===== src/rtl/lcg48_pkg.sv =====
`timescale 1ns / 1ps
`default_nettype none

package lcg48_pkg;

  // Generator state width and the recurrence constants.
  localparam int STATE_W = 48;
  localparam int MULT_W = 35;
  localparam logic [MULT_W-1:0] LCG_MULT = 35'h5_DEEC_E66D;
  localparam logic [STATE_W-1:0] LCG_INC = 48'hB;

  // The state is multiplied one chunk at a time.
  localparam int CHUNK_W = 16;
  localparam int N_CHUNKS = STATE_W / CHUNK_W;
  localparam int CHUNK_IDX_W = $clog2(N_CHUNKS);
  localparam int PP_W = CHUNK_W + MULT_W;

  // A bounded draw uses the top 31 state bits.
  localparam int DRAW_W = 31;
  localparam int BIT_IDX_W = $clog2(DRAW_W);
  localparam int VALUE_W = 32;
  localparam int COUNT_W = 6;
  localparam logic [COUNT_W-1:0] MAX_COUNT = 6'd32;

endpackage

`default_nettype wire


===== src/rtl/lcg48_random_bounded.sv =====
`timescale 1ns / 1ps
`default_nettype none

// 48-bit linear congruential random source with a bounded-integer mode.
//
// Input channel (in_valid / in_stall): one beat carries mode, bit_count and
// bound. Mode 0 returns the top bit_count bits of the advanced state; mode 1
// returns a value below bound (0 for bound 0), redrawing on a biased draw.
// Output channel (out_valid / out_stall): one beat of value per request.
// Seed port: a cycle with seed_we high loads the state with seed_wdata.
//
// Sequence: each draw runs the chunked state multiply, then a select step.
// Mode 0 and power-of-two bounds go on to the finish step, the latter through
// a scaling step. Other bounds add a restoring remainder over the draw bits
// and a check step; every rejected draw repeats the multiply, remainder and
// check. A new request is taken only after the result is loaded and the block
// is idle again, so requests do not overlap.
// in_stall is high from acceptance until the result reaches the output
// register. A result waiting under out_stall does not block the next request,
// but a finished request waits until the output register is free.
// Reset (synchronous, active high) clears the state to zero and drops
// out_valid. While out_valid and out_stall are both high, value holds.
module lcg48_random_bounded (
  input  wire logic                            clk,
  input  wire logic                            rst,
  input  wire logic                            seed_we,
  input  wire logic [lcg48_pkg::STATE_W-1:0]   seed_wdata,
  input  wire logic                            in_valid,
  output logic                                 in_stall,
  input  wire logic                            mode,
  input  wire logic [lcg48_pkg::COUNT_W-1:0]   bit_count,
  input  wire logic [lcg48_pkg::DRAW_W-1:0]    bound,
  output logic                                 out_valid,
  input  wire logic                            out_stall,
  output logic signed [lcg48_pkg::VALUE_W-1:0] value
);

  localparam logic [2:0] S_IDLE = 3'd0;
  localparam logic [2:0] S_MUL  = 3'd1;
  localparam logic [2:0] S_SEL  = 3'd2;
  localparam logic [2:0] S_POW  = 3'd3;
  localparam logic [2:0] S_DIV  = 3'd4;
  localparam logic [2:0] S_CHK  = 3'd5;
  localparam logic [2:0] S_FIN  = 3'd6;

  localparam int SW = lcg48_pkg::STATE_W;
  localparam int DW = lcg48_pkg::DRAW_W;
  localparam int VW = lcg48_pkg::VALUE_W;

  logic [2:0]                          fsm;
  logic [SW-1:0]                       lcg_state;
  logic [SW-1:0]                       acc;
  logic [lcg48_pkg::CHUNK_IDX_W-1:0]   chunk_idx;
  logic                                mode_q;
  logic [lcg48_pkg::COUNT_W-1:0]       count_q;
  logic [DW-1:0]                       bound_q;
  logic [DW-1:0]                       draw;
  logic [DW-1:0]                       rem;
  logic [lcg48_pkg::BIT_IDX_W-1:0]     bit_idx;
  logic [2*DW-1:0]                     prod;
  logic [VW-1:0]                       result;

  logic                                accept;
  logic                                out_load;
  logic [lcg48_pkg::CHUNK_W-1:0]       chunk;
  logic [lcg48_pkg::PP_W-1:0]          pp_raw;
  logic [SW-1:0]                       pp;
  logic [SW-1:0]                       acc_next;
  logic [VW-1:0]                       top_bits;
  logic                                is_pow2;
  logic [DW:0]                         trial;
  logic [DW:0]                         trial_sub;
  logic [VW-1:0]                       chk;

  assign in_stall = (fsm != S_IDLE);
  assign accept   = in_valid && !in_stall;

  // A finished result moves to the output register once it is free.
  assign out_load = (fsm == S_FIN) && (!out_valid || !out_stall);

  // One chunk of the state times the multiplier, placed at its weight.
  // Bits above the state width fall away, which is the modulo.
  assign chunk    = lcg_state[chunk_idx * lcg48_pkg::CHUNK_W +: lcg48_pkg::CHUNK_W];
  assign pp_raw   = lcg48_pkg::PP_W'(chunk) * lcg48_pkg::PP_W'(lcg48_pkg::LCG_MULT);
  assign pp       = SW'(pp_raw << (chunk_idx * lcg48_pkg::CHUNK_W));
  assign acc_next = acc + pp;

  // Top count_q bits of the state; a zero count gives zero.
  assign top_bits = (count_q == '0) ? '0 :
                    (lcg_state[SW-1 -: VW] >> (lcg48_pkg::MAX_COUNT - count_q));

  // Zero counts as a power of two here, as in the usual test.
  assign is_pow2 = ((bound_q & (~bound_q + 1'b1)) == bound_q);

  // One restoring step of the remainder.
  assign trial     = {rem, draw[bit_idx]};
  assign trial_sub = trial - {1'b0, bound_q};

  // Bias check, wrapped to 32 bits: negative means redraw.
  assign chk = VW'({1'b0, draw}) - VW'({1'b0, rem}) + VW'({1'b0, bound_q}) - 1'b1;

  always_ff @(posedge clk) begin
    if (rst) begin
      fsm       <= S_IDLE;
      out_valid <= 1'b0;
      lcg_state <= '0;
    end else begin
      if (out_load) begin
        out_valid <= 1'b1;
      end else if (out_valid && !out_stall) begin
        out_valid <= 1'b0;
      end
      unique case (fsm)
        S_IDLE: begin
          if (accept) begin
            mode_q    <= mode;
            count_q   <= (bit_count > lcg48_pkg::MAX_COUNT) ? lcg48_pkg::MAX_COUNT
                                                             : bit_count;
            bound_q   <= bound;
            acc       <= lcg48_pkg::LCG_INC;
            chunk_idx <= '0;
            fsm       <= S_MUL;
          end
        end
        S_MUL: begin
          acc       <= acc_next;
          chunk_idx <= chunk_idx + 1'b1;
          if (chunk_idx == lcg48_pkg::CHUNK_IDX_W'(lcg48_pkg::N_CHUNKS - 1)) begin
            lcg_state <= acc_next;
            fsm       <= S_SEL;
          end
        end
        S_SEL: begin
          draw <= lcg_state[SW-1 -: DW];
          prod <= bound_q * lcg_state[SW-1 -: DW];
          rem  <= '0;
          bit_idx <= lcg48_pkg::BIT_IDX_W'(DW - 1);
          if (!mode_q) begin
            result <= top_bits;
            fsm    <= S_FIN;
          end else if (is_pow2) begin
            fsm <= S_POW;
          end else begin
            fsm <= S_DIV;
          end
        end
        S_POW: begin
          result <= VW'(prod[2*DW-1:DW]);
          fsm    <= S_FIN;
        end
        S_DIV: begin
          rem     <= trial_sub[DW] ? trial[DW-1:0] : trial_sub[DW-1:0];
          bit_idx <= bit_idx - 1'b1;
          if (bit_idx == '0) begin
            fsm <= S_CHK;
          end
        end
        S_CHK: begin
          if (chk[VW-1]) begin
            acc       <= lcg48_pkg::LCG_INC;
            chunk_idx <= '0;
            fsm       <= S_MUL;
          end else begin
            result <= VW'(rem);
            fsm    <= S_FIN;
          end
        end
        S_FIN: begin
          if (out_load) begin
            value <= result;
            fsm   <= S_IDLE;
          end
        end
        default: begin
          fsm <= S_IDLE;
        end
      endcase
      if (seed_we) begin
        lcg_state <= seed_wdata;
      end
    end
  end

  // The running remainder always stays below the bound.
  a_rem_below_bound: assert property (@(posedge clk) disable iff (rst)
    (fsm == S_DIV || fsm == S_CHK) |-> (rem < bound_q))
    else $error("remainder reached the bound");

  // A power-of-two result lies below a nonzero bound.
  a_pow_below_bound: assert property (@(posedge clk) disable iff (rst)
    (fsm == S_POW && bound_q != '0) |-> (prod[2*DW-1:DW] < bound_q))
    else $error("scaled draw not below bound");

  // An accepted request starts its multiply at the lowest chunk.
  a_start_mul: assert property (@(posedge clk) disable iff (rst)
    accept |=> (fsm == S_MUL && chunk_idx == '0))
    else $error("request did not start the multiply");

  // The chunk counter never runs past the last chunk.
  a_chunk_range: assert property (@(posedge clk) disable iff (rst)
    (fsm == S_MUL) |-> (chunk_idx < lcg48_pkg::CHUNK_IDX_W'(lcg48_pkg::N_CHUNKS)))
    else $error("chunk index out of range");

  // A finished result never overwrites one that is still waiting.
  a_no_overwrite: assert property (@(posedge clk) disable iff (rst)
    (out_valid && out_stall) |=> (out_valid && $stable(value)))
    else $error("waiting result was overwritten");

endmodule

`default_nettype wire


===== config.mk =====
export PLATFORM = sky130hd
export DESIGN_NAME = lcg48_random_bounded
export DESIGN_NICKNAME = d
export VERILOG_FILES = /design/src/rtl/lcg48_pkg.sv /design/src/rtl/lcg48_random_bounded.sv
export SDC_FILE = /design/constraint.sdc
export NUM_CORES = 2
export LEC_CHECK = 0
export BUFFER_PORTS_ARGS = -buffer_cell sky130_fd_sc_hd__buf_4
export CAP_MARGIN = 40
export CORE_ASPECT_RATIO = 1.75
export CORE_MARGIN = 2
export CORE_UTILIZATION = 50
export DETAILED_ROUTE_END_ITERATION = 8
export PLACE_DENSITY_LB_ADDON = 0.3
export SLEW_MARGIN = 5
export SYNTH_ARGS = -nofsm -noshare
export SYNTH_HDL_FRONTEND = slang
export SYNTH_SLANG_ARGS = --single-unit

===== constraint.sdc =====
create_clock -name clk -period 16.2 [get_ports clk]
set_clock_uncertainty 0.05 [all_clocks]
set_input_delay 0 -clock clk [delete_from_list [all_inputs] [get_ports clk]]
set_output_delay 0 -clock clk [all_outputs]
set_load 0.005 [all_outputs]

== Word level (Yosys, flattened, before mapping) ==
Cells that the tools add are included.

* Shift operators: 3
* Bitwise operators: 3
* Muxes and demuxes: 28
* Reductions and logical operators: 25
* Equal/unequal tests: 15
* Div/mod/pow operators: 0
* Magnitude comparators: 2
* $add $sub $neg: 9
* Multiply operators: 2

{| class="wikitable"
|+ Operators by type and width
! cell !! number
|-
| 48-bit two-way mux || 5
|-
| 48-bit case mux with 3 select lines || 1
|-
| 32-bit two-way mux || 3
|-
| 32-bit case mux with 3 select lines || 1
|-
| 31-bit by 31-bit multiplier with 62-bit output || 1
|-
| 31-bit case mux with 2 select lines || 1
|-
| 16-bit by 35-bit multiplier with 51-bit output (second input constant) || 1
|-
| 51-bit by 6-bit left shift with 48-bit output || 1
|-
| 48-bit adder || 1
|-
| 48-bit by 7-bit variable part select with 16-bit output || 1
|-
| 32-bit by 31-bit adder with 32-bit output || 1
|-
| 32-bit by 6-bit right shift with 32-bit output || 1
|-
| 31-bit by 31-bit subtractor with 32-bit output || 1
|-
| 32-bit by 1-bit subtractor with 32-bit output (second input constant) || 1
|-
| 32-bit by 31-bit subtractor with 32-bit output || 1
|-
| 31-bit by 1-bit adder with 31-bit output (second input constant) || 1
|-
| 31-bit AND || 1
|-
| 31-bit equality test || 1
|-
| 31-bit two-way mux || 1
|-
| 31-bit NOT || 1
|-
| 3-bit two-way mux || 7
|-
| 3-bit case mux with 7 select lines || 1
|-
| 2-bit != test (second input constant) || 7
|-
| 4-bit AND reduction || 3
|-
| other kinds (25) || 43
|}

* Bits in writable memories: 0
* Memories kept: 0
* Bits in registers: 333
* Output and inout bits: 34
* Bits of input ports: 91
* Latch bits: 0
* ROM bits: 0
* Word-level logic and storage cells: 101

== Depth between registers and ports, before layout ==
* Depth in word-level cells: 7
* Gate-level depth with buffers: 42
* Gate-level depth less buffers: 41

== Worst setup path after synthesis ==
No wires, ideal clock.

* Kind: register to register
* Start point: reg chunk_idx[1] (netlist bit)
* End point: reg acc[45], data pin
* Arrival: 9.212 ns
* Setup time: 0.266 ns
* Path slack: 6.672 ns
* Clock period less this slack: 9.528 ns
* Data required time: 15.884 ns
* Buffers on the path: 3
* Stages on the path, launching flop included: 40
* Cell sequence: edfxtp_1 clkbuf_1 buf_1 mux2i_1 o21ai_0 ha_1 inv_1 fa_1 fa_1 inv_1 fa_1 fa_1 inv_1 fa_1 inv_1 ha_1 a21oi_1 o21ai_1 [4 not listed] a22o_1 a221oi_2 o21ai_1 xnor2_1 o221ai_1 ha_1 clkbuf_1 a21o_1 a21o_1 a21oi_1 nor2_1 o21ai_0 nand2b_1 a21o_1 a21oi_1 o41a_1 xor2_1 nor2_1

* Word-level cells in the longest chain between the ends: 5

{| class="wikitable"
|+ Ends and longest elaborated chain
! item !! line !! source
|-
| start: declaration || lcg48_random_bounded.sv:53 || <nowiki>logic [lcg48_pkg::CHUNK_IDX_W-1:0] chunk_idx;</nowiki>
|-
| start signal: assignment || lcg48_random_bounded.sv:127 || <nowiki>chunk_idx <= chunk_idx + 1'b1;</nowiki>
|-
| 48-bit by 7-bit variable part select with 16-bit output || lcg48_random_bounded.sv:83 || <nowiki>assign chunk = lcg_state[chunk_idx * lcg48_pkg::CHUNK_W +: lcg48_pkg::CHUNK_W];</nowiki>
|-
| 16-bit by 35-bit multiplier with 51-bit output || lcg48_random_bounded.sv:84 || <nowiki>assign pp_raw = lcg48_pkg::PP_W'(chunk) * lcg48_pkg::PP_W'(lcg48_pkg::LCG_MULT);</nowiki>
|-
| 51-bit by 6-bit left shift with 48-bit output * || lcg48_random_bounded.sv:85 || <nowiki>assign pp = SW'(pp_raw << (chunk_idx * lcg48_pkg::CHUNK_W));</nowiki>
|-
| 48-bit adder * || lcg48_random_bounded.sv:86 || <nowiki>assign acc_next = acc + pp;</nowiki>
|-
| 48-bit case mux with 3 select lines * || lcg48_random_bounded.sv:113 || <nowiki>unique case (fsm)</nowiki>
|-
| end signal: assignment || lcg48_random_bounded.sv:120 || <nowiki>acc <= lcg48_pkg::LCG_INC;</nowiki>
|-
| end signal: assignment || lcg48_random_bounded.sv:126 || <nowiki>acc <= acc_next;</nowiki>
|-
| end signal: assignment || lcg48_random_bounded.sv:160 || <nowiki>acc <= lcg48_pkg::LCG_INC;</nowiki>
|-
| end: declaration || lcg48_random_bounded.sv:52 || <nowiki>logic [SW-1:0] acc;</nowiki>
|}

Mark *: on every way between the ends. The rest lies on a longest branch, timed or not.
A chain may end at the register's enable or synchronous reset.

== Worst setup path in the final report ==
* Start point: reg chunk_idx[0] (netlist bit)
* End point: reg lcg_state[46]

* Word-level cells in the longest chain between the ends: 7
* Elaborated cells on any way between the ends: 10
* Those cells by class: 1 x add/sub; 1 x mul; 1 x eq/ne; 2 x shift; 3 x mux; 2 x reduce/logical

{| class="wikitable"
|+ Ends and longest elaborated chain
! item !! line !! source
|-
| 48-bit by 7-bit variable part select with 16-bit output || lcg48_random_bounded.sv:83 ||
|-
| 16-bit by 35-bit multiplier with 51-bit output || lcg48_random_bounded.sv:84 ||
|-
| 51-bit by 6-bit left shift with 48-bit output || lcg48_random_bounded.sv:85 ||
|-
| 48-bit adder || lcg48_random_bounded.sv:86 ||
|-
| 48-bit two-way mux || lcg48_random_bounded.sv:128 || <nowiki>if (chunk_idx == lcg48_pkg::CHUNK_IDX_W'(lcg48_pkg::N_CHUNKS - 1)) begin</nowiki>
|-
| 48-bit two-way mux || lcg48_random_bounded.sv:113 ||
|-
| 48-bit two-way mux || lcg48_random_bounded.sv:178 || <nowiki>if (seed_we) begin</nowiki>
|-
| end signal: assignment || lcg48_random_bounded.sv:129 || <nowiki>lcg_state <= acc_next;</nowiki>
|-
| end signal: assignment || lcg48_random_bounded.sv:179 || <nowiki>lcg_state <= seed_wdata;</nowiki>
|-
| end: declaration || lcg48_random_bounded.sv:51 || <nowiki>logic [SW-1:0] lcg_state;</nowiki>
|}

Parallel ways exist; a longest one is shown, timed or not. The select of a mux whose other input is x is not followed.

==> results.md <==
* Unrepaired setup endpoints after global routing: no
* Pre-Repair DR Iteration Count at 6
* Main synth FF type: edfxtp_1
* Rel. slew slack at 0.3391
* Global route overflow at 0
* DRC Markers at 0
* Setup slack after placement at 5237 ps
* CP Class: reg2reg
* Die Wd at 263.4 um
* DRT antenna net count at 0
* Mapped Cells at 6401
* GRT Total Usage at 0.3359
* TritonCTS clock tree: done
* Peak Freq at 86.83 MHz
* Critical path arrival at 12000 ps
* Post-CTS setup buffer count at 0
* Placement Cell Area at 61410 um2
* Final TNS setup at 0 ps
* PnR worst setup slack at 4684 ps
* # rows at 166
* First-pass GRT wire length at 300600 um
* Routability Congestion at 1.033
* Worst Tran Pin Value at 984.2 ps
* Netlist cell types at 87
* CP required at 16690 ps
* Routed WL at 198600 um
* Hold buffers post-CTS at 127
* Pin count of the biggest net entering global routing at 75
* Clock buffer depth at 3
* Synth async-reset ratio at 0
* Number of global-route vias before repair at 50770
* Clk Latency, worst-skew pair at 610 ps
* Fillers at 10410
* Crit-path max cell delay at 730 ps
* Inserted Clock Buffers at 40
* Slew Limit Fails at 0
* Number of I/O pins at 125
* Tightest Hold Check Type: in2reg
* Die H at 457.9 um
* Max-cap violations at 0
* Avg Inst Size Synth at 9.197 um2
* Reg clk slew, reported paths at 60 ps
* CP Max Fanout at 56
* Final min period at 11520 ps
* Routed vias/inst at 5.807
* Post-Syn Area at 58870 um2
* Synth warn at 0
* NumNets Final at 8178
* Max H-tree Level at 2
* Status: complete, no violations
* Crit path max-delay cell type: a211oi_1
* Initial antenna violation count at 8
* Drt wl/cell at 24.78 um
* Root Buffer: clkbuf_16
* CORE AREA at 116900 um2
* PostCTS Resize Cnt at 0
* Placed insts at 7807
* Final setup viols at 0
* Register area share after synthesis at 0.1452
* Crit end category: flop
* Design Area, Final at 64020 um2
* Post-route insts no fill at 8013
* Post-synth EDFFs at 250
* Initial drt markers at 3772
* Area Growth Syn to Fin at 8.752%
* Total number of vias at 46540
* Final hold viol count at 0
* Register bit total from synthesis at 302
* Net Count, Synth at 8112
* Element type at the critical path start: flop
* CTS Sinks at 302
* Share of cells above drive strength 1 at 0.06125
* Port buffer count at 124
* Hpwl dp at 154800 um
* Initial Utilization at 0.5034
* Crit share post-route at 0.7109
* Die Footprint at 120600 um2
[area by class of cell]
class	instances	area, um2	area share
Clock buffer	42	1018	0.01591
Antenna cell	3	7.507	0.0001173
Inverter	1366	5127	0.08009
Timing Repair Buffer	373	3161	0.04937
Sequential cell	302	8556	0.1336
Tap cell	1512	1892	0.02955
Multi-Input combinational cell	4384	43960	0.6866
Clock inverter	31	301.5	0.004710
[final timing paths]
kind	startpoint	endpoint	slack, ps	cells after the start
worst min-delay path	seed_we	lcg_state[23]$_SDFFE_PP0P_	30	3
worst min register to register	result[10]$_DFFE_PP_	value[10]$_DFFE_PP_	370	0
worst max register to register	chunk_idx[0]$_SDFFCE_PN0P_	lcg_state[46]$_SDFFE_PP0P_	4680	40
worst max-delay path	chunk_idx[0]$_SDFFCE_PN0P_	lcg_state[46]$_SDFFE_PP0P_	4680	40
[cell families (layout without fill, tap and decap cells)]
family | after synthesis | after routing | share of synthesized area
DFF | 302 | 302 | 0.1452
other | 0 | 3 | 0
AOI/OAI and AO/OA | 827 | 827 | 0.09001
buffers and inverters | 1715 | 1812 | 0.1095
muxes | 77 | 77 | 0.01921
and+or+nand+nor | 1716 | 1716 | 0.1302
xor gates and xnor gates | 141 | 141 | 0.02110
adders and majority gates | 1623 | 1623 | 0.4847
[Yosys cell counts, types with 26 or more instances]
| library cell | instances | area [um2] |
|---|---|---|
| o21bai_1 | 26 | 195.2 |
| mux4_2 | 28 | 630.6 |
| dfxtp_1 | 52 | 1041 |
| fa_1 | 1097 | 21960 |
| xor2_1 | 58 | 508.0 |
| o21ai_0 | 147 | 735.7 |
| o21ai_1 | 33 | 165.2 |
| nor2b_1 | 34 | 212.7 |
| nand2b_1 | 29 | 181.4 |
| edfxtp_1 | 250 | 7507 |
| xnor2_1 | 82 | 718.2 |
| a21oi_1 | 250 | 1251 |
| clkbuf_1 | 340 | 1276 |
| and2_1 | 212 | 1326 |
| a211oi_1 | 28 | 210.2 |
| a21o_1 | 102 | 765.7 |
| nand3_1 | 44 | 220.2 |
| o21a_1 | 33 | 247.7 |
| nor3_1 | 37 | 185.2 |
| inv_1 | 1364 | 5120 |
| nand2_1 | 993 | 3727 |
| mux2i_1 | 41 | 410.4 |
| nor2_1 | 237 | 889.6 |
| ha_1 | 523 | 6544 |
| a31oi_1 | 26 | 162.7 |
| nand4_1 | 31 | 193.9 |
[flip-flops by register name, summed over array words and instances (netlist names), 3 cells and up]
| register | flops |
|---|---|
| count_q | 6 |
| result | 32 |
| value | 32 |
| fsm | 3 |
| bound_q | 31 |
| acc | 48 |
| draw | 31 |
| lcg_state | 48 |
| rem | 31 |
| prod | 31 |
| bit_idx | 5 |
[layer usage]
metal	up-vias	global-route usage	share of wire
met5	-	0	0.000060
met3	831	0.04414	0.066
met4	2	0.3155	0.12
li1	20050	-	-
met1	23450	0.3440	0.32
met2	2201	0.5908	0.50
[through the flow]
step / hold WS [ps] / utilization
floorplan: 48.87 / -
global placement: 128.0 / 0.5238
detailed placement: 129.2 / 0.5251
CTS: 8.972 / 0.5473
global route: 52.36 / 0.5474
finish: 34.15 / 0.5475
[worst max-delay path, delay by kind of cell (launching register included)]
| kind | cells | cell delay, ps |
|---|---|---|
| xor gates and xnor gates | 2 | 370 |
| DFF | 1 | 320 |
| buffers and inverters | 9 | 2180 |
| AOI/OAI and AO/OA | 14 | 3920 |
| adders and majority gates | 8 | 3800 |
| and+or+nand+nor | 7 | 780 |
[cells in the final DEF, fill, tap and decap left out, types with 27 or more instances in the layout]
cell type	count
o21ai_1	34
and2_1	212
nand2_1	992
nor2_1	235
xor2_1	56
nor3_1	35
mux4_2	28
edfxtp_1	250
o21a_1	33
a21oi_1	249
a211oi_1	27
dfxtp_1	46
nand3_1	44
inv_1	1364
buf_4	236
clkbuf_16	40
nand2b_1	28
mux2i_1	41
nand4_1	31
o21ai_0	146
fa_1	1097
a21o_1	102
ha_1	523
dlygate4sd3_1	127
nor2b_1	34
xnor2_1	81
Power is left out: the tool's default activity adds up to more than one toggle a clock period on the data nets, which glitch-free logic cannot reach.
